### src/hw/rtl/met_pkg.sv
// ----------------------------------------------------------------------------
// met_pkg
// Shared widths, reset values, register indexes, state, command and status
// types of the Mandelbrot escape-time unit.
// ----------------------------------------------------------------------------
package met_pkg;

    localparam int COORD_BITS_DEF = 12;
    localparam int FRAC_BITS_DEF  = 28;

    localparam int ORIGIN_W = 32;
    localparam int STEP_W   = 29;
    localparam int ITER_W   = 14;
    localparam int HUE_W    = 8;
    localparam int DATA_W   = 32;
    localparam int ADDR_W   = 4;

    localparam logic [ORIGIN_W-1:0] ORIGIN_REAL_RST = 32'hDE66_6666;
    localparam logic [ORIGIN_W-1:0] ORIGIN_IMAG_RST = 32'hECCC_CCCD;
    localparam logic [STEP_W-1:0]   STEP_RST        = 29'd2684355;
    localparam logic [ITER_W-1:0]   LIMIT_RST       = 14'd50;

    typedef enum logic [1:0] {
        REG_ORIGIN_REAL = 2'd0,
        REG_ORIGIN_IMAG = 2'd1,
        REG_PIXEL_STEP  = 2'd2,
        REG_ITER_LIMIT  = 2'd3
    } t_reg_idx;

    typedef enum logic [2:0] {
        ST_IDLE,
        ST_INIT,
        ST_TEST,
        ST_UPDATE,
        ST_DIV,
        ST_WRITE
    } t_state;

    typedef struct packed {
        logic load;
        logic init;
        logic mul;
        logic update;
        logic set_inside;
        logic div_init;
        logic div_step;
        logic write_out;
    } t_dp_cmd;

    typedef struct packed {
        logic at_limit;
        logic z_big;
        logic escaped;
        logic div_last;
        logic out_free;
    } t_dp_sts;

endpackage

### src/hw/rtl/met_regs.sv
// ----------------------------------------------------------------------------
// met_regs
// APB-style register file: view origin, pixel step and iteration limit.
// ----------------------------------------------------------------------------
module met_regs
    import met_pkg::*;
(
    input  logic                i_clk,
    input  logic                i_rst_n,
    input  logic                i_psel,
    input  logic                i_penable,
    input  logic                i_pwrite,
    input  logic [ADDR_W-1:0]   i_paddr,
    input  logic [DATA_W-1:0]   i_pwdata,
    output logic [DATA_W-1:0]   o_prdata,
    output logic [ORIGIN_W-1:0] o_origin_real,
    output logic [ORIGIN_W-1:0] o_origin_imag,
    output logic [STEP_W-1:0]   o_pixel_step,
    output logic [ITER_W-1:0]   o_iteration_limit
);

    logic [ORIGIN_W-1:0] r_origin_real;
    logic [ORIGIN_W-1:0] r_origin_imag;
    logic [STEP_W-1:0]   r_pixel_step;
    logic [ITER_W-1:0]   r_iteration_limit;
    t_reg_idx            w_idx;
    logic                w_wr;

    assign w_idx = t_reg_idx'(i_paddr[ADDR_W-1:2]);
    assign w_wr  = i_psel && i_penable && i_pwrite;

    always_ff @(posedge i_clk) begin
        if (!i_rst_n) begin
            r_origin_real     <= ORIGIN_REAL_RST;
            r_origin_imag     <= ORIGIN_IMAG_RST;
            r_pixel_step      <= STEP_RST;
            r_iteration_limit <= LIMIT_RST;
        end else if (w_wr) begin
            case (w_idx)
                REG_ORIGIN_REAL: r_origin_real     <= i_pwdata[ORIGIN_W-1:0];
                REG_ORIGIN_IMAG: r_origin_imag     <= i_pwdata[ORIGIN_W-1:0];
                REG_PIXEL_STEP:  r_pixel_step      <= i_pwdata[STEP_W-1:0];
                REG_ITER_LIMIT:  r_iteration_limit <= i_pwdata[ITER_W-1:0];
                default: ;
            endcase
        end
    end

    always_comb begin
        case (w_idx)
            REG_ORIGIN_REAL: o_prdata = r_origin_real;
            REG_ORIGIN_IMAG: o_prdata = r_origin_imag;
            REG_PIXEL_STEP:  o_prdata = {{(DATA_W-STEP_W){1'b0}}, r_pixel_step};
            REG_ITER_LIMIT:  o_prdata = {{(DATA_W-ITER_W){1'b0}}, r_iteration_limit};
            default:         o_prdata = '0;
        endcase
    end

    assign o_origin_real     = r_origin_real;
    assign o_origin_imag     = r_origin_imag;
    assign o_pixel_step      = r_pixel_step;
    assign o_iteration_limit = r_iteration_limit;

endmodule

### config.mk
export PLATFORM = sky130hd
export DESIGN_NAME = met_regs
export DESIGN_NICKNAME = d
export VERILOG_FILES = /design/src/hw/rtl/met_pkg.sv /design/src/hw/rtl/met_regs.sv
export SDC_FILE = /design/constraint.sdc
export NUM_CORES = 1
export LEC_CHECK = 0
export ABC_AREA = 0
export BUFFER_PORTS_ARGS = -buffer_cell sky130_fd_sc_hd__buf_2
export CELL_PAD_IN_SITES_DETAIL_PLACEMENT = 0
export CELL_PAD_IN_SITES_GLOBAL_PLACEMENT = 2
export CORE_UTILIZATION = 26
export DETAILED_ROUTE_END_ITERATION = 10
export PLACE_DENSITY_LB_ADDON = 0.1
export SLEW_MARGIN = 20
export SYNTH_ARGS = -nofsm -noshare
export SYNTH_HDL_FRONTEND = slang
export SYNTH_SLANG_ARGS = --single-unit
### constraint.sdc
create_clock -name i_clk -period 1.8 [get_ports i_clk]
set_clock_uncertainty 0.2 [all_clocks]
set_input_delay 0.36 -clock i_clk [delete_from_list [all_inputs] [get_ports i_clk]]
set_output_delay 0.36 -clock i_clk [all_outputs]
set_load 0.01 [all_outputs]
# After elaboration in Yosys (flattened, before gate mapping)
# Index checks and enable logic that the tools add are counted.
# totals
reg_bits	107
input_bits	41
output_inout_bits	139
# classes
eq_ne	3
n_mux	1
reduce_logical	7
# ops
op	count
case mux 32 bit (4 select lines)	1
AND reduction 2 bit	4
== test 2 bit (second input constant)	2
== test 2 x 1 -> 1 bit (second input constant)	1
logical AND 1 bit	2
logical NOT 2 bit	1

# Logic depth before layout (Yosys ltp)
# Gate-level depths: netlist of run 1.
# depth
depth_word	3
depth_mapped	6
ltp_nobuf	3

# Worst setup path before layout of run 1
# No wires, ideal clock.
# synth_path
path_kind	input port to output port
startpoint	input port i_paddr[2]
endpoint	output port o_prdata[0]
arrival_ps	1351
required_time_ps	1240
setup_slack_ps	-111
cell_stages	3
n_path_buf	2
cell_sequence	buf_2 -> buf_2 -> mux4_2
# synth_between
elab_chain_len	2
word_cells_on_any_way	5
classes_between	eq/ne: 3; mux: 1; reduce/logical: 1
# synth_lines
item	line_no	text
from (decl)	met_regs.sv:13	input logic [ADDR_W-1:0] i_paddr,
== test 2 bit (tied with other cells)	met_regs.sv:50	case (w_idx)
case mux 32 bit (4 select lines) (*)	met_regs.sv:50	
to (decl)	met_regs.sv:15	output logic [DATA_W-1:0] o_prdata,
# Mark *: on every way between the ends. The rest lies on a longest branch, timed or not.

# Worst setup path after layout of run 1
# layout_path
startpoint	register r_iteration_limit[5], in the netlist o_iteration_limit[5]
endpoint	output port o_prdata[5]
# layout_between
elab_chain_len	1
# layout_lines
item	line_no	text
from (decl)	met_regs.sv:25	logic [ITER_W-1:0] r_iteration_limit;
from (signal assigned)	met_regs.sv:43	REG_ITER_LIMIT: r_iteration_limit <= i_pwdata[ITER_W-1:0];
case mux 32 bit (4 select lines)	met_regs.sv:50	
# Every way passes these cells.

==> results.py, run 1 <==
metrics = {
    "route": {
        "wl_mm": 16.0,
        "routedWlPerCell_um": 17.0,
        "dr_total_vias": 4306,
        "drc": 0,
        "vias_per_cell": 4.59,
        "drt_first_pass_iters": 4,
        "ant_nets": 0,
        "dr_wl_met2_mm": 7.64,
        "dr_wl_met3_um": 622,
        "routed.top_layer": "met4",
        "drt-initial-drc-count": 147,
        "wl_met1_mm": 7.44,
    },
    "flow_run": {
        "drv_cap": 0,
    },
    "yosys": {
        "synth_xor_area_share_pct": 0,
        "ys_seq_elements": 107,
        "synth_compound_area_share_pct": 6.11,
        "yosys.area_share.adder_pct": 0,
        "synthTopCellsByArea": "dfxtp_1, mux2i_1, nand2_1, mux4_2, nor2_1",
        "yosysTopAreaCellShare_pct": 45.1,
        "synth_flop_cell": "dfxtp_1",
        "synth_top_family_by_area": "multiplexers",
        "yosysTopAreaCell": "dfxtp_1",
        "syn-cell-area_um2": 4750,
        "synth_cell_types": 27,
        "netlist_instances": 497,
        "synth_area_per_cell_um2": 9.56,
        "synth_edf_count": 0,
        "async_flop_share_pct": 0,
        "ys.warnings.count": 0,
        "muxShareOfSynthArea_pct": 29.0,
        "synthSimpleGateAreaFrac_pct": 14.9,
        "synth_seq_area_share_pct": 45.1,
        "synthesis.nets": 538,
    },
    "worst_setup_path": {
        "critPathLaunchType": "flop",
        "cp.depth": 2,
        "critPathBufInv": 1,
        "critPathArrivalTime_ps": 1290,
        "worst_path_largest_cell_delay_ps": 460,
        "end_kind": "output port",
        "worstPathRequired_ps": 1240,
        "crit_chain": "mux4_2 > buf_2",
        "crit_type": "reg2out",
        "r2r_cells": 3,
        "crit_path_max_fanout": 3,
        "cpLargestDelayFamily": "multiplexers",
        "cp_slowest_cell": "mux4_2",
        "reg2reg_setup_slack_ps": 760,
    },
    "power": {
        "power.density_nw_per_um2": 718,
        "power_frac_clock_pct": 37.6,
        "vdd_drop_max_mv": 0.419,
        "combinationalPowerShare_pct": 12.7,
        "p_leak_nw": 3.11,
        "power_switching_mw": 1.25,
        "p_int_mw": 3.63,
        "p_sw_share_pct": 25.6,
        "seqPwrFrac_pct": 49.7,
    },
    "global_routing": {
        "grt_max_degree": 66,
        "grt.overflow.total": 0,
        "grt_antenna_before_repair": 0,
        "grt_usage_pct": 17.1,
        "grt_pass1_vias": 4147,
        "grt_pass1_wl_mm": 23.8,
    },
    "status": {
        "status": "finished with violations",
        "failed_checks": "negative setup slack",
    },
    "sta": {
        "fin_crit_ps": 1850,
        "max_slew_margin_pct": 67.3,
        "worst_pin_slew_ps": 490,
        "finalSetupViolCount": 14,
        "whs_ps": 68.4,
        "period_share_pct": 103,
        "clock.fmax_ghz": 0.540,
        "maxSlewViolCount": 0,
        "rsz0062_at_grt": "yes",
        "timing.final.hold_violations": 0,
        "worst_slack_ps": -52.4,
        "setup_tns_ps": -548,
    },
    "cells_and_area": {
        "area_delta_synth_final_pct": 43.1,
        "diodes": 0,
        "fin_nets": 746,
        "seq_area_um2": 2190,
        "multiInputGateArea_um2": 2420,
        "nFillCells": 1858,
        "layout.cells.non_filler": 939,
        "fin_util_pct": 37.9,
        "stdcell_area_um2": 6800,
        "drive_above_1_share_pct": 44.8,
    },
    "hold_path": {
        "whs_path_depth": 3,
        "hold_path_class": "in2reg",
    },
    "cts": {
        "clock_sink_count": 107,
        "cts_hold_buf": 0,
        "clk_latency_ps": 340,
        "cts_tree": "yes",
        "cts_buffer_depth": 2,
        "clk_pin_slew_ps": 70,
        "cts_root_buffer": "clkbuf_16",
        "cts_buffers": 9,
        "htree_levels": 3,
    },
    "floorplan": {
        "die_area_um2": 18800,
        "die_y_um": 137,
        "fp.dieW_um": 137,
        "rows": 49,
        "core_um2": 18000,
        "start_util_pct": 26.5,
        "num_io_pins": 180,
    },
    "place": {
        "io_buffers": 177,
        "placed_area_um2": 6160,
        "gp_congestion": 0.738,
        "placedCellCount": 897,
        "hpwl_mm": 11.2,
    },
}
-- cell usage in the layout, fill, tap and decap left out, drive strengths merged --
cell	synthesis	routed
a211o	4	4
a211oi	10	10
a21oi	10	10
and2	1	1
and3	1	1
buf	22	241
clkbuf	22	12
clkinv	0	2
clkinvlp	0	1
dfxtp	107	107
inv	5	6
mux2i	106	106
mux4	14	14
nand2	102	102
nand3	4	4
nand3b	1	1
nor2	55	55
nor2b	3	3
nor3	1	1
nor3b	1	1
nor4b	4	4
o211ai	5	5
o21ai	17	17
o31ai	1	1
or3	1	1
-- final cells by class --
cell class	instances	area share [%]
clock buffers	12	3.48
clock inverters	4	0.386
inverters	5	0.276
multi-input cells	341	35.6
flip-flops and latches	107	32.2
well taps	229	4.21
repair buffers	241	23.9
-- power groups by stage --
stage	registers [mW]	clock network [mW]	logic, mW
3_3_place_gp	2.48	0	0.560
3_5_place_dp	2.48	0	0.564
4_1_cts	2.43	1.90	0.616
5_1_grt	2.43	2.00	0.672
2_1_floorplan	2.49	0	0.293
6_report	2.43	1.84	0.619
-- path summary, 6_finish.rpt --
kind | from | endpoint
min | i_pwdata[19] | o_origin_real[19]
max reg2reg | o_pixel_step[0] | o_pixel_step[0]
max | o_iteration_limit[5] | o_prdata[5]
min reg2reg | o_iteration_limit[7] | o_iteration_limit[7]
-- timing repair --
| item | 4_1_cts | 5_1_grt |
|---|---|---|
| gates cloned | 1 | 0 |
| resized for setup | 52 | 20 |
| endpoints found under the setup margin | 32 | 29 |
| hold endpoints to repair | 0 | 0 |
| pin swaps | 1 | 2 |
| buffers inserted | 21 | 4 |
-- metal layers --
layer | global-route usage, % | up-vias
li1 | - | 2122
met1 | 22.7 | 2064
met2 | 28.0 | 103
met3 | 2.83 | 17
met4 | 6.11 | 0
met5 | 0 | -
-- worst register-to-register path: stages, from the launching register on --
cell and delay, ps:
dfxtp_2 320, buf_4 130, a211oi_1 200, a21oi_1 60
-- state kept, by name (all words and copies together) (netlist names) --
| register | count |
|---|---|
| o_iteration_limit | 14 |
| o_origin_imag | 32 |
| o_origin_real | 32 |
| o_pixel_step | 29 |
-- logic make-up (layout without fill, tap and decap cells) --
| group | count (synthesis) | after routing |
|---|---|---|
| simple gates | 174 | 174 |
| compound gates | 47 | 47 |
| flops | 107 | 107 |
| mux | 120 | 120 |
| buf+inv | 49 | 262 |
-- synthesized netlist by cell type (2+ instances only) --
cell type / count
mux2i_1: 106
nand2_1: 102
nand3_1: 4
a21oi_1: 10
dfxtp_1: 107
o21ai_0: 17
a211o_1: 4
o211ai_1: 5
buf_4: 6
nor2b_1: 3
inv_1: 5
nor4b_1: 4
buf_2: 12
buf_6: 2
a211oi_1: 10
mux4_2: 14
buf_1: 2
nor2_1: 55
clkbuf_1: 21
-- through the flow --
stage	setup slack [ps]	power [mW]
5_1_grt	-98.3	5.10
3_5_place_dp	-146	3.05
6_report	-52.4	4.88
4_1_cts	-78.2	4.94
2_1_floorplan	-18.8	2.78
3_3_place_gp	-119	3.04
No activity file was read; power rests on OpenSTA's default activity.
==> run 2, diff against run 1 <==
Settings changed: REMOVE_ABC_BUFFERS set to 1.
==> run 2 against run 1 <==
The run still ends with negative setup slack left. Critical path depth unchanged. Non-clock buffer count up 12. Cell count up 1.3%. Clock-buffer cell count down 1. Combinational power up 9.5%. Sequential share of layout area down 1.2 points. Critical endpoint is now o_prdata[9]. Global-route usage up 0.30 points. Cell area up 4.0%. Hold slack worse by 5.5 ps. Wire length up 3.0%.
==> results.py, run 2 (synthesis results as in run 1) <==
metrics = {
    "status": {
        "status": "finished with violations",
        "failed_checks": "negative setup slack",
    },
    "cells_and_area": {
        "final_common_cell": "buf_2",
        "drive_above_1_share_pct": 48.5,
        "fin_nets": 758,
        "area_delta_synth_final_pct": 48.9,
        "stdcell_area_um2": 7080,
        "diodes": 0,
        "mostFrequentLayoutCells": "buf_2, mux2i_1, nand2_1, dfxtp_1, buf_4",
    },
    "power": {
        "p_leak_nw": 3.24,
        "p_sw_share_pct": 24.5,
        "power_switching_mw": 1.30,
        "power_frac_clock_pct": 41.4,
        "vdd_drop_max_mv": 0.427,
        "p_int_mw": 4.00,
        "combinationalPowerShare_pct": 12.8,
        "seqPwrFrac_pct": 45.8,
        "power.density_nw_per_um2": 749,
    },
    "global_routing": {
        "grt_pass1_wl_mm": 24.2,
        "grt_max_degree": 49,
        "grt_pass1_vias": 4262,
        "grt.overflow.total": 0,
        "grt_antenna_before_repair": 0,
        "grt_usage_pct": 17.4,
    },
    "floorplan": {
        "fp.dieW_um": 137,
        "die_y_um": 137,
        "die_area_um2": 18800,
        "rows": 49,
        "start_util_pct": 26.5,
        "core_um2": 18000,
        "num_io_pins": 180,
    },
    "cts": {
        "cts_root_buffer": "clkbuf_16",
        "htree_levels": 3,
        "clk_latency_ps": 350,
        "cts_buffer_depth": 2,
        "clock_sink_count": 107,
        "cts_hold_buf": 0,
        "cts_buffers": 9,
        "cts_tree": "yes",
        "clk_pin_slew_ps": 70,
    },
    "sta": {
        "clock.fmax_ghz": 0.533,
        "rsz0062_at_grt": "yes",
        "period_share_pct": 104,
        "worst_pin_slew_ps": 310,
        "fin_crit_ps": 1880,
        "finalSetupViolCount": 26,
        "worst_slack_ps": -75.9,
        "maxSlewViolCount": 0,
        "max_slew_margin_pct": 79.4,
        "timing.final.hold_violations": 0,
    },
    "place": {
        "gp_congestion": 0.744,
        "hpwl_mm": 11.3,
        "post-place-ws_ps": -184,
        "io_buffers": 177,
        "placed_area_um2": 6180,
    },
    "hold_path": {
        "hold_path_class": "in2reg",
    },
    "route": {
        "wl_mm": 16.5,
        "drt_first_pass_iters": 4,
        "ant_nets": 0,
        "routedWlPerCell_um": 17.3,
        "drt-initial-drc-count": 174,
        "drc": 0,
        "vias_per_cell": 4.61,
        "dr_total_vias": 4387,
    },
    "worst_setup_path": {
        "crit_type": "reg2out",
        "critPathLaunchType": "flop",
        "critPathArrivalTime_ps": 1320,
        "end_kind": "output port",
        "crit_path_max_fanout": 2,
        "worstPathRequired_ps": 1240,
    },
    "flow_run": {
        "drv_cap": 0,
    },
}
run 2: cell types whose count changed in the layout (fill, tap and decap cells not counted), sizes merged:
cell,before,now
buf,241,253
bufinv,0,2
clkbuf,12,11
clkinv,2,1
clkinvlp,1,0
inv,6,7
run 2: worst paths after layout:
check | startpoint | endpoint | slack (ps) | depth (start not counted)
worst max-delay path | o_pixel_step[9] | o_prdata[9] | -80 | 2
worst min-delay path | i_pwdata[27] | o_pixel_step[27] | 60 | 3
worst max register to register | o_pixel_step[6] | o_pixel_step[6] | 750 | 3
worst min register to register | o_origin_real[7] | o_origin_real[7] | 260 | 2
run 2: area by class of cell:
cell class	count	area (um2)
clock buffer	11	243
clock inverter	5	82.6
fill	1852	10900
inverter	5	18.8
multi-input combinational	341	2480
sequential	107	2190
tap	229	287
timing repair buffer	253	1780
run 2: routing by layer:
metal  part of all wire [%]  global-route usage, %  vias up  routed length, um
met5                      0                      0        -                  0
met4                    1.0                   5.68        0                170
met3                    4.9                   3.02       10                812
met2                     46                   27.9      121               7520
met1                     48                   23.7     2107               7940
li1                       -                      -     2149                  -
run 2: through the flow:
| step | utilization [%] | instances | power [mW] | TNS (ps) | hold WS, ps |
|---|---|---|---|---|---|
| after global placement | 34.4 | 898 | 3.06 | -4610 | 255 |
| final | 39.4 | 951 | 5.30 | -1140 | 62.9 |
| after floorplan | - | 453 | 2.71 | -65390 | 249 |
| after CTS | 38.8 | 947 | 5.37 | -1800 | 44.4 |
| after global routing | 39.4 | 951 | 5.51 | -2340 | 53.9 |
| after detailed placement | 34.4 | 898 | 3.06 | -5720 | 265 |
run 2: timing repair:
action	CTS	global route
setup buffers	34	7
gates cloned	1	0
resized for setup	80	29
setup endpoints to repair	31	31
pin swaps	6	3
run 2: worst max-delay path, cell delays in order, from the launching register on:
cell	delay, ps
dfxtp_2	320
mux4_2	510
buf_6	150
run 2: power groups by stage:
| stage | Clock [mW] | Combinational, mW | Sequential, mW |
|---|---|---|---|
| 2_1_floorplan | 0 | 0.219 | 2.49 |
| 3_3_place_gp | 0 | 0.576 | 2.48 |
| 3_5_place_dp | 0 | 0.582 | 2.48 |
| 4_1_cts | 2.27 | 0.676 | 2.42 |
| 5_1_grt | 2.35 | 0.732 | 2.43 |
| 6_report | 2.19 | 0.678 | 2.42 |
