## src/hw/rtl/met_pkg.sv

```systemverilog
// ----------------------------------------------------------------------------
// met_pkg
// Shared widths, reset values, register indexes, state, command and status
// types of the Mandelbrot escape-time unit.
// ----------------------------------------------------------------------------
package met_pkg;

    localparam int COORD_BITS_DEF = 12;
    localparam int FRAC_BITS_DEF  = 28;

    localparam int ORIGIN_W = 32;
    localparam int STEP_W   = 29;
    localparam int ITER_W   = 14;
    localparam int HUE_W    = 8;
    localparam int DATA_W   = 32;
    localparam int ADDR_W   = 4;

    localparam logic [ORIGIN_W-1:0] ORIGIN_REAL_RST = 32'hDE66_6666;
    localparam logic [ORIGIN_W-1:0] ORIGIN_IMAG_RST = 32'hECCC_CCCD;
    localparam logic [STEP_W-1:0]   STEP_RST        = 29'd2684355;
    localparam logic [ITER_W-1:0]   LIMIT_RST       = 14'd50;

    typedef enum logic [1:0] {
        REG_ORIGIN_REAL = 2'd0,
        REG_ORIGIN_IMAG = 2'd1,
        REG_PIXEL_STEP  = 2'd2,
        REG_ITER_LIMIT  = 2'd3
    } t_reg_idx;

    typedef enum logic [2:0] {
        ST_IDLE,
        ST_INIT,
        ST_TEST,
        ST_UPDATE,
        ST_DIV,
        ST_WRITE
    } t_state;

    typedef struct packed {
        logic load;
        logic init;
        logic mul;
        logic update;
        logic set_inside;
        logic div_init;
        logic div_step;
        logic write_out;
    } t_dp_cmd;

    typedef struct packed {
        logic at_limit;
        logic z_big;
        logic escaped;
        logic div_last;
        logic out_free;
    } t_dp_sts;

endpackage

```

## src/hw/rtl/met_ctrl.sv

```systemverilog
// ----------------------------------------------------------------------------
// met_ctrl
// Sequencer: point mapping, iteration loop, hue division and result write.
// ----------------------------------------------------------------------------
module met_ctrl
    import met_pkg::*;
(
    input  logic    i_clk,
    input  logic    i_rst_n,
    input  logic    i_valid,
    output logic    o_ready,
    input  t_dp_sts i_sts,
    output t_dp_cmd o_cmd
);

    t_state r_state;
    t_state n_state;

    always_ff @(posedge i_clk) begin
        if (!i_rst_n) begin
            r_state <= ST_IDLE;
        end else begin
            r_state <= n_state;
        end
    end

    always_comb begin
        n_state = r_state;
        case (r_state)
            ST_IDLE: begin
                if (i_valid) n_state = ST_INIT;
            end
            ST_INIT: begin
                n_state = ST_TEST;
            end
            ST_TEST: begin
                if (i_sts.at_limit)   n_state = ST_WRITE;
                else if (i_sts.z_big) n_state = ST_DIV;
                else                  n_state = ST_UPDATE;
            end
            ST_UPDATE: begin
                n_state = i_sts.escaped ? ST_DIV : ST_TEST;
            end
            ST_DIV: begin
                if (i_sts.div_last) n_state = ST_WRITE;
            end
            ST_WRITE: begin
                if (i_sts.out_free) n_state = ST_IDLE;
            end
            default: n_state = ST_IDLE;
        endcase
    end

    always_comb begin
        o_cmd   = '0;
        o_ready = 1'b0;
        case (r_state)
            ST_IDLE: begin
                o_ready    = 1'b1;
                o_cmd.load = i_valid;
            end
            ST_INIT: begin
                o_cmd.init = 1'b1;
            end
            ST_TEST: begin
                if (i_sts.at_limit)   o_cmd.set_inside = 1'b1;
                else if (i_sts.z_big) o_cmd.div_init   = 1'b1;
                else                  o_cmd.mul        = 1'b1;
            end
            ST_UPDATE: begin
                if (i_sts.escaped) o_cmd.div_init = 1'b1;
                else               o_cmd.update   = 1'b1;
            end
            ST_DIV: begin
                o_cmd.div_step = 1'b1;
            end
            ST_WRITE: begin
                o_cmd.write_out = i_sts.out_free;
            end
            default: ;
        endcase
    end

endmodule

```

## config.mk

```make
export PLATFORM = sky130hd
export DESIGN_NAME = met_ctrl
export DESIGN_NICKNAME = d
export VERILOG_FILES = /design/src/hw/rtl/met_pkg.sv /design/src/hw/rtl/met_ctrl.sv
export SDC_FILE = /design/constraint.sdc
export NUM_CORES = 1
export LEC_CHECK = 0
export ABC_AREA = 1
export BUFFER_PORTS_ARGS = -buffer_cell sky130_fd_sc_hd__buf_2
export CAP_MARGIN = 5
export CORE_AREA = 2 2 39 41
export DETAILED_ROUTE_END_ITERATION = 6
export DIE_AREA = 0 0 41 43
export REMOVE_ABC_BUFFERS = 1
export SETUP_SLACK_MARGIN = 0.2
export SYNTH_ARGS = -nofsm -noshare
export SYNTH_HDL_FRONTEND = slang
export SYNTH_SLANG_ARGS = --single-unit
export TNS_END_PERCENT = 30
```

## constraint.sdc

```tcl
create_clock -name i_clk -period 1.1 [get_ports i_clk]
set_clock_uncertainty 0.1 [all_clocks]
set_input_delay 0.165 -clock i_clk [delete_from_list [all_inputs] [get_ports i_clk]]
set_output_delay 0.165 -clock i_clk [all_outputs]
set_load 0.03 [all_outputs]
```

# ---- Word level (Yosys, flattened, before mapping)
# Index checks and enable logic that the tools add are counted.
dict set report totals {
  input_bits 8
  regBits 3
}
dict set report classes {
  n_eq_ne 8
  muxes 23
  n_reduce_logical 2
}
# op n
set ops {}
lappend ops {{3-bit two-way mux} 6}
lappend ops {{3-bit one-hot mux with 6 select lines} 1}
lappend ops {{1-bit two-way mux} 15}
lappend ops {{3-bit by 2-bit equality test with 1-bit output, second input constant} 2}
lappend ops {{3-bit equality test, second input constant} 2}
lappend ops {{2-bit != test, second input constant} 3}
lappend ops {{3-bit by 1-bit equality test with 1-bit output, second input constant} 1}
lappend ops {{3-bit zero test} 1}
lappend ops {{3-bit AND reduction} 1}
lappend ops {{1-bit one-hot mux with 2 select lines} 1}

# ---- Logic depth before layout (Yosys ltp)
# Gate-level depths: netlist of run 1.
dict set report logic_depth {
  depth_word 3
  mapped_depth 7
  mapped_depth_nobuf 7
}

# ---- Worst setup path after synthesis of run 1
# No wires, ideal clock.
dict set report synth_timing {
  kind {register to output}
  startpoint {register r_state[2]}
  endpoint {output port o_cmd[0] in the netlist's numbering}
  required_time_ns 0.835
  slack_ns -0.641
  stages_incl_launch_ff 4
  n_path_buf 1
  arrival_ns 1.476
  path_cell_list {dfxtp_1 -> buf_4 -> inv_2 -> nor4_1}
}
# element line
set synth_lines {}
lappend synth_lines {{from (decl)} met_ctrl.sv:16} ;# t_state r_state;
lappend synth_lines {{from (signal assigned)} met_ctrl.sv:23} ;# r_state <= n_state;
lappend synth_lines {{to (decl)} met_ctrl.sv:13} ;# output t_dp_cmd o_cmd

==> reports/metrics.csv, run 1 <==
stage,metric,value,unit
die,core area,0.00138,sq mm
worst_setup_path,Setup crit start kind,flop,
run_status,status,"finished, violations left",
finish,fin nets,87,
cts,CTS tree,built,
power_and_ir_drop,maximum vdd ir drop,571,uV
worst_setup_path,Critical Path End Type,output pin,
placed_design,Buffers on Ports,16,
detailed_routing,final WL,846,microns
finish,FF+latch area,68.8,sq um
worst_setup_path,Setup CP Type,flop to output pin,
detailed_routing,vias,407,
finish,design area,602,sq um
yosys,average size of a mapped cell,6.54,sq um
worst_setup_path,CP Cell Sequence,"nor3_4, inv_2, o21ai_2, buf_6",
yosys,Netlist cell types,19,
global_route,Tot GR Track Use,11.1,%
detailed_routing,Vias/cell,4.33,
cts,worst-case clock buffer depth,2,
worst_setup_path,CP required,830,ps
run_status,failing checks,setup timing,
worst_setup_path,"Largest delay share family, worst path",flip-flops,
detailed_routing,First-pass DRT Iterations,3,
sta,relative slew slack,84.6,%
detailed_routing,average wire per standard cell,9.00,microns
finish,Syn-to-layout area delta,91.6,%
die,die area,0.00176,sq mm
hold_path,Worst Hold Class,primary input to flop,
global_route,largest net degree at the start of global routing,6,
yosys,Area contributors post-synth,"dfxtp_1 19%, inv_1 11%, a21oi_2 8.4%, nand2_2 8.0%, nor2_4 7.2%",
die,Die W,41,microns
cts,htree depth,1,
yosys,dominant cell type by area after synthesis,dfxtp_1,
yosys,"EDFF count, synth",0,
yosys,Synth warnings,0,
worst_setup_path,"Max stage delay cell, worst path",dfxtp_4,
job,maxcap violations,0,
finish,multi-input combinational cell area,231,sq um
yosys,flop and latch count out of synthesis,3,
yosys,Synth Cell Area,314,sq um
sta,"Hold Violations, Final",0,
yosys,"Primary FF master, synth",dfxtp_1,
sta,fin crit period,1410,ps
cts,hold_buf cts,0,
detailed_routing,Initial DRC Count,4,
cts,total CTS buffers,3,
yosys,synth cell count leaders,"9 x inv_1, 4 x inv_2, 4 x nand2_2, 4 x nor2_1",
placed_design,dpl ws,-157,ps
detailed_routing,DRC viols,0,
worst_setup_path,Worst EP arrival,1140,ps
yosys,Mapped Cells,48,
finish,Biggest register,r_state,
global_route,first-pass GRT wire length,1.37,mm
placed_design,placer congestion estimate,0.706,
global_route,gr ovfl total,0,
worst_setup_path,max incr delay on CP,370,ps
placed_design,Placed Area,474,sq um
global_route,vias in the first global route,362,
sta,f_max,710,MHz
power_and_ir_drop,Pleak,0.307,nW
finish,Filler Cells Inserted,145,
die,initial core utilization,22.7,%
cts,clk sink count,3,
die,Site Rows,14,
yosys,sequential area share after synthesis,19.1,%
die,IO Pins,17,
placed_design,HPWL Detailed,663,microns
die,Chip Height,43,microns
sta,worst-margin pin slew,229,ps
worst_setup_path,"Max FO, Critical Path",5,
finish,share of layout cells above drive strength 1,73.1,%
yosys,most common cell in the netlist,inv_1,
sta,Tcrit/Tclk final,128,%
sta,RSZ-0062 raised after global routing,true,
detailed_routing,Post-DRT Antenna Nets,0,
power_and_ir_drop,Cell Pwr Density,1450,mW/mm^2
cts,clock-pin slew on the worst setup and hold paths,40,ps
yosys,Post-synth ARST share,0,%
sta,Final Max Slew Viols,0,
yosys,top cell type's share of synthesized area,19.1,%
finish,ANT cells,0,
cts,worst skew pair latency,230,ps
sta,final worst slack,-308,ps
finish,max FFs per register,3,
worst_setup_path,Buf/Inv on CP,2,
sta,Finish-stage setup viols,12,
global_route,antenna violations before repair,0,
finish,biggest regs,r_state: 3 flops,
cts,root buffer cell,clkbuf_4,
-- final timing paths --
kind | to | from | cells past startpoint | slack, ps
setup / recovery | o_cmd[2] | r_state[2] | 4 | -310
hold / removal | r_state[0] | i_rst_n | 3 | 70
setup reg to reg | r_state[2] | r_state[1] | 8 | -200
hold reg to reg | r_state[1] | r_state[0] | 3 | 580
-- layout by cell type (no fill, tap or decap), drive strengths merged, types with 2 or more instances in the layout --
cell,instances
nor3,2
nand4,2
clkbuf,4
a21oi,4
buf,27
nor4,2
nor2,8
nand2,7
nand3,4
dfxtp,3
inv,13
-- worst min-delay path: stages --
cell	delay (ps)
buf_2	110
nand3_2	70
a21oi_2	30
-- area by class of cell --
cell class                 count  area share (%)
clock buffer                   4            4.37
inverter                      13            8.52
multi-input combinational     31            38.5
sequential                     3            11.4
tap                           16            3.33
timing repair buffer          27            33.9
-- repair_timing --
action                                  4_1_cts  5_1_grt
hold endpoints to repair                      0        0
resized for setup                            23        5
pin swaps                                     4        2
buffers inserted                              2        0
endpoints found under the setup margin       12       12
-- layer usage --
layer  track usage [%]  part of all wire (%)
met1              12.5                    41
met2              17.8                    54
met3              4.71                   4.7
met4              4.00                     0
met5                 0                     0
-- cell families after synthesis --
kind of cell,after synthesis,share of synthesized area (%)
flip-flops,3,19.1
AND/OR/NAND/NOR,25,48.2
AO/OA/AOI/OAI,6,14.7
buffers and inverters,14,17.9
-- power by group --
part / leakage, nW / total, mW / switching, mW / internal (mW)
registers: 0.0264 / 0.167 / 0.0341 / 0.132
logic: 0.265 / 0.511 / 0.275 / 0.236
clock network: 0.0150 / 0.194 / 0.0584 / 0.136
total: 0.307 / 0.872 / 0.367 / 0.505
-- per-stage QoR --
step / TNS [ps] / hold slack (ps) / std cells / total power [mW] / util (%)
global placement: -1170 / 336 / 88 / 0.558 / 34.3
CTS: -2770 / 71.5 / 94 / 0.866 / 42.5
finish: -2590 / 71.5 / 94 / 0.872 / 43.5
detailed placement: -1190 / 336 / 88 / 0.559 / 34.3
global route: -3230 / 96.9 / 94 / 0.928 / 43.5
floorplan: -2760 / 205 / 47 / 0.413 / -
No activity file was read; power rests on OpenSTA's default activity.
==> inputs of run 2 (changes only) <==
Settings changed: ABC_AREA 1 to unset, CTS_CLUSTER_DIAMETER set to 200.
==> run 2 against run 1 <==
Effect of this change: the flow still finishes with violations (setup timing); via count shrank 14%; cell count shrank 17%; worst hold slack worse by 2.2 ps; core utilization is 1.6 points lower; clock power is essentially flat; die area stayed put; synthesized cell count shrank 31%; wire length grew 0.83%; setup slack improved by 26 ps; combinational power is 47% lower; critical path depth stayed put; sequential cell count unchanged; largest cell class unchanged; largest power group unchanged.
==> reports/metrics.csv, run 2 <==
stage,metric,value,unit,change
finish,final std cells w/o fill,78,,was 94
power_and_ir_drop,part of the power in registers,23.3,%,was 19.1%
yosys,post-synthesis adder-cell area fraction,0,%,unchanged
sta,relative slew slack,85.3,%,was 84.6%
yosys,complex-gate fraction of the synthesized area,13.3,%,was 14.7%
yosys,average size of a mapped cell,7.39,sq um,was 6.54 sq um
global_route,Tot GR Track Use,10.2,%,was 11.1%
finish,max FFs per register,3,,unchanged
die,core area,0.00138,sq mm,unchanged
yosys,most common cell in the netlist,nor2_1,,was inv_1
power_and_ir_drop,Gate power share,45.1,%,was 58.6%
finish,"commonest non-fill, non-tap cell in the layout",buf_4,,unchanged
finish,share of layout cells above drive strength 1,77.4,%,was 73.1%
sta,Tcrit/Tclk final,126,%,was 128%
power_and_ir_drop,Sw Ratio,34.5,%,was 42.1%
cts,worst-case clock buffer depth,2,,unchanged
finish,biggest regs,r_state: 3 flops,,unchanged
cts,clock-pin slew on the worst setup and hold paths,40,ps,about the same
worst_setup_path,Setup CP Type,flop to output pin,,unchanged
yosys,"Primary FF master, synth",dfxtp_1,,unchanged
yosys,post-synthesis mux area share,0,%,unchanged
die,IO Pins,17,,unchanged
sta,f_max,723,MHz,was 710 MHz
power_and_ir_drop,Pint,0.396,mW,was 0.505 mW
run_status,status,"finished, violations left",,unchanged
hold_path,Worst Hold Class,primary input to flop,,unchanged
global_route,gr ovfl total,0,,unchanged
detailed_routing,Vias/cell,4.47,,was 4.33
finish,Syn-to-layout area delta,137,%,was 91.6%
detailed_routing,Post-DRT Antenna Nets,0,,unchanged
yosys,main combinational cell family by area after synthesis,simple AND/OR/NAND/NOR gates,,unchanged
worst_setup_path,"Max FO, Critical Path",6,,was 5
global_route,largest net degree at the start of global routing,7,,was 6
yosys,Synth Cell Area,244,sq um,was 314 sq um
power_and_ir_drop,Pleak,0.246,nW,was 0.307 nW
placed_design,dpl ws,-175,ps,was -157 ps
cts,clk sink count,3,,unchanged
yosys,dominant cell type by area after synthesis,dfxtp_1,,unchanged
die,die area,0.00176,sq mm,unchanged
sta,Finish-stage setup viols,12,,unchanged
die,Die W,41,microns,unchanged
yosys,synth cell count leaders,"7 x nor2_1, 3 x dfxtp_1, 3 x nor2b_1, 3 x nor3_1, 3 x nor3b_1",,"was 9 x inv_1, 4 x inv_2, 4 x nand2_2, 4 x nor2_1"
worst_setup_path,CP Cell Sequence,"buf_6, nand2b_4, nor2_4, buf_6",,"was nor3_4, inv_2, o21ai_2, buf_6"
worst_setup_path,Critical Path End Type,output pin,,unchanged
yosys,Synth warnings,0,,unchanged
die,initial core utilization,17.6,%,was 22.7%
cts,hold_buf cts,0,,unchanged
yosys,sequential area share after synthesis,24.6,%,was 19.1%
finish,Biggest register,r_state,,unchanged
power_and_ir_drop,Cell Pwr Density,1040,mW/mm^2,was 1450 mW/mm^2
yosys,Area contributors post-synth,"dfxtp_1 25%, nor2_1 11%, nor3b_1 9.2%, nor2b_1 7.7%, nor3_1 6.2%",,"was dfxtp_1 19%, inv_1 11%, a21oi_2 8.4%, nand2_2 8.0%, nor2_4 7.2%"
finish,ANT cells,0,,unchanged
placed_design,HPWL Detailed,556,microns,was 663 microns
sta,"Hold Violations, Final",0,,unchanged
worst_setup_path,R2R setup slack,-150,ps,was -200 ps
yosys,Mapped Cells,33,,was 48
detailed_routing,vias,349,,was 407
worst_setup_path,most frequent CP cell,buf_6,,
power_and_ir_drop,maximum vdd ir drop,461,uV,was 571 uV
detailed_routing,DRC viols,0,,unchanged
die,Site Rows,14,,unchanged
yosys,Netlist cell types,16,,was 19
sta,worst-margin pin slew,218,ps,was 229 ps
global_route,first-pass GRT wire length,1.22,mm,was 1.37 mm
power_and_ir_drop,Net Sw Power,0.209,mW,was 0.367 mW
global_route,antenna violations before repair,0,,unchanged
yosys,Simple-Gate Fraction of Synth Area,59.0,%,was 48.2%
sta,final worst slack,-283,ps,was -308 ps
yosys,top cell type's share of synthesized area,24.6,%,was 19.1%
sta,RSZ-0062 raised after global routing,true,,unchanged
worst_setup_path,"Max stage delay cell, worst path",dfxtp_4,,unchanged
detailed_routing,final WL,853,microns,was 846 microns
placed_design,placed insts,72,,was 88
yosys,Post-Synth XOR/XNOR Area,0,%,unchanged
detailed_routing,Initial DRC Count,1,,was 4
finish,fin nets,71,,was 87
placed_design,Buffers on Ports,16,,unchanged
job,maxcap violations,0,,unchanged
global_route,vias in the first global route,341,,was 362
cts,worst skew pair latency,230,ps,about the same
cts,root buffer cell,clkbuf_4,,unchanged
cts,htree depth,1,,unchanged
yosys,Post-synth ARST share,0,%,unchanged
worst_setup_path,max incr delay on CP,360,ps,was 370 ps
worst_setup_path,"Largest delay share family, worst path",flip-flops,,unchanged
sta,fin crit period,1380,ps,was 1410 ps
die,Chip Height,43,microns,unchanged
detailed_routing,First-pass DRT Iterations,2,,was 3
run_status,failing checks,setup timing,,unchanged
worst_setup_path,Setup crit start kind,flop,,unchanged
sta,Final Max Slew Viols,0,,unchanged
detailed_routing,average wire per standard cell,10.9,microns,was 9.00 microns
yosys,"EDFF count, synth",0,,unchanged
worst_setup_path,Worst EP arrival,1120,ps,was 1140 ps
worst_setup_path,Buf/Inv on CP,2,,unchanged
cts,total CTS buffers,3,,unchanged
cts,CTS tree,built,,unchanged
finish,most frequent cells in the layout,"11 x buf_4, 8 x buf_6, 7 x buf_2, 4 x nor2_1, 3 x clkbuf_4",,"was 15 x buf_4, 8 x inv_1, 7 x buf_2, 5 x buf_6"
yosys,flop and latch count out of synthesis,3,,unchanged
placed_design,placer congestion estimate,0.623,,was 0.706
power_and_ir_drop,clock power share,31.6,%,was 22.3%
worst_setup_path,CP required,830,ps,about the same
==> run 2: cell count changes in the layout (fill, tap and decap cells not counted), sizes merged, moves of 2 or more <==
cell | previous run | this run
a21oi | 4 | 2
o21a | 0 | 2
nor3b | 0 | 3
nand2b | 0 | 2
nand3 | 4 | 1
nor2b | 0 | 3
nand2 | 7 | 1
inv | 13 | 0
nand4 | 2 | 0
==> run 2: metrics by stage <==
step / setup TNS, ps / power (mW) / utilization (%) / cell area (sq um) / hold WS (ps)
floorplan: -3030 / 0.244 / - / 236 / 183
global placement: -1120 / 0.325 / 28.7 / 397 / 300
detailed placement: -1320 / 0.329 / 28.7 / 397 / 305
CTS: -2420 / 0.601 / 39.7 / 549 / 61.9
global route: -3020 / 0.651 / 41.9 / 579 / 66.2
finish: -2430 / 0.605 / 41.9 / 579 / 69.2
==> run 2: final timing paths <==
kind	startpoint	endpoint	cells after the start
hold / removal	i_rst_n	r_state[2]	2
hold reg to reg	r_state[2]	r_state[1]	1
setup reg to reg	r_state[1]	r_state[0]	5
setup / recovery	r_state[1]	o_cmd[0]	4
==> run 2: layout make-up <==
type	count	area, sq um
Sequential cell	3	68.8
Timing Repair Buffer	26	208
Fill cell	140	805
Multi-Input combinational cell	29	256
Clock buffer	4	26.3
Tap cell	16	20.0
==> run 2: power by group through the flow <==
stage                     Clock, mW  Combinational [mW]  Sequential (mW)
after floorplan                   0               0.106            0.138
after global placement            0               0.189            0.137
after detailed placement          0               0.191            0.138
after CTS                     0.202               0.259            0.140
after global routing          0.217               0.291            0.143
final                         0.191               0.273            0.141
==> run 2: logic make-up (layout without fill, tap and decap cells) <==
| group | Yosys count | in the layout |
|---|---|---|
| and+or+nand+nor | 24 | 24 |
| AOI/OAI and AO/OA | 5 | 5 |
| DFF | 3 | 3 |
| buffers and inverters | 1 | 30 |
==> run 2: worst register-to-register path: cells and delay by family, from the launching register on <==
kind / cells / cell delay [ps]
AO/OA/AOI/OAI: 1 / 120
buffers and inverters: 2 / 270
AND/OR/NAND/NOR: 2 / 330
flip-flops: 1 / 360
==> run 2: what timing repair did <==
item                                    4_1_cts  5_1_grt
endpoints found under the setup margin       12       12
resized for setup                            33        8
buffers inserted                              2        0
pin swaps                                     4        1
==> run 2: routing by layer <==
| metal | routed length, microns | global-route usage (%) |
|---|---|---|
| met1 | 309 | 10.2 |
| met2 | 493 | 17.2 |
| met3 | 49 | 3.14 |
| met4 | 0 | 6.00 |
| met5 | 0 | 0 |
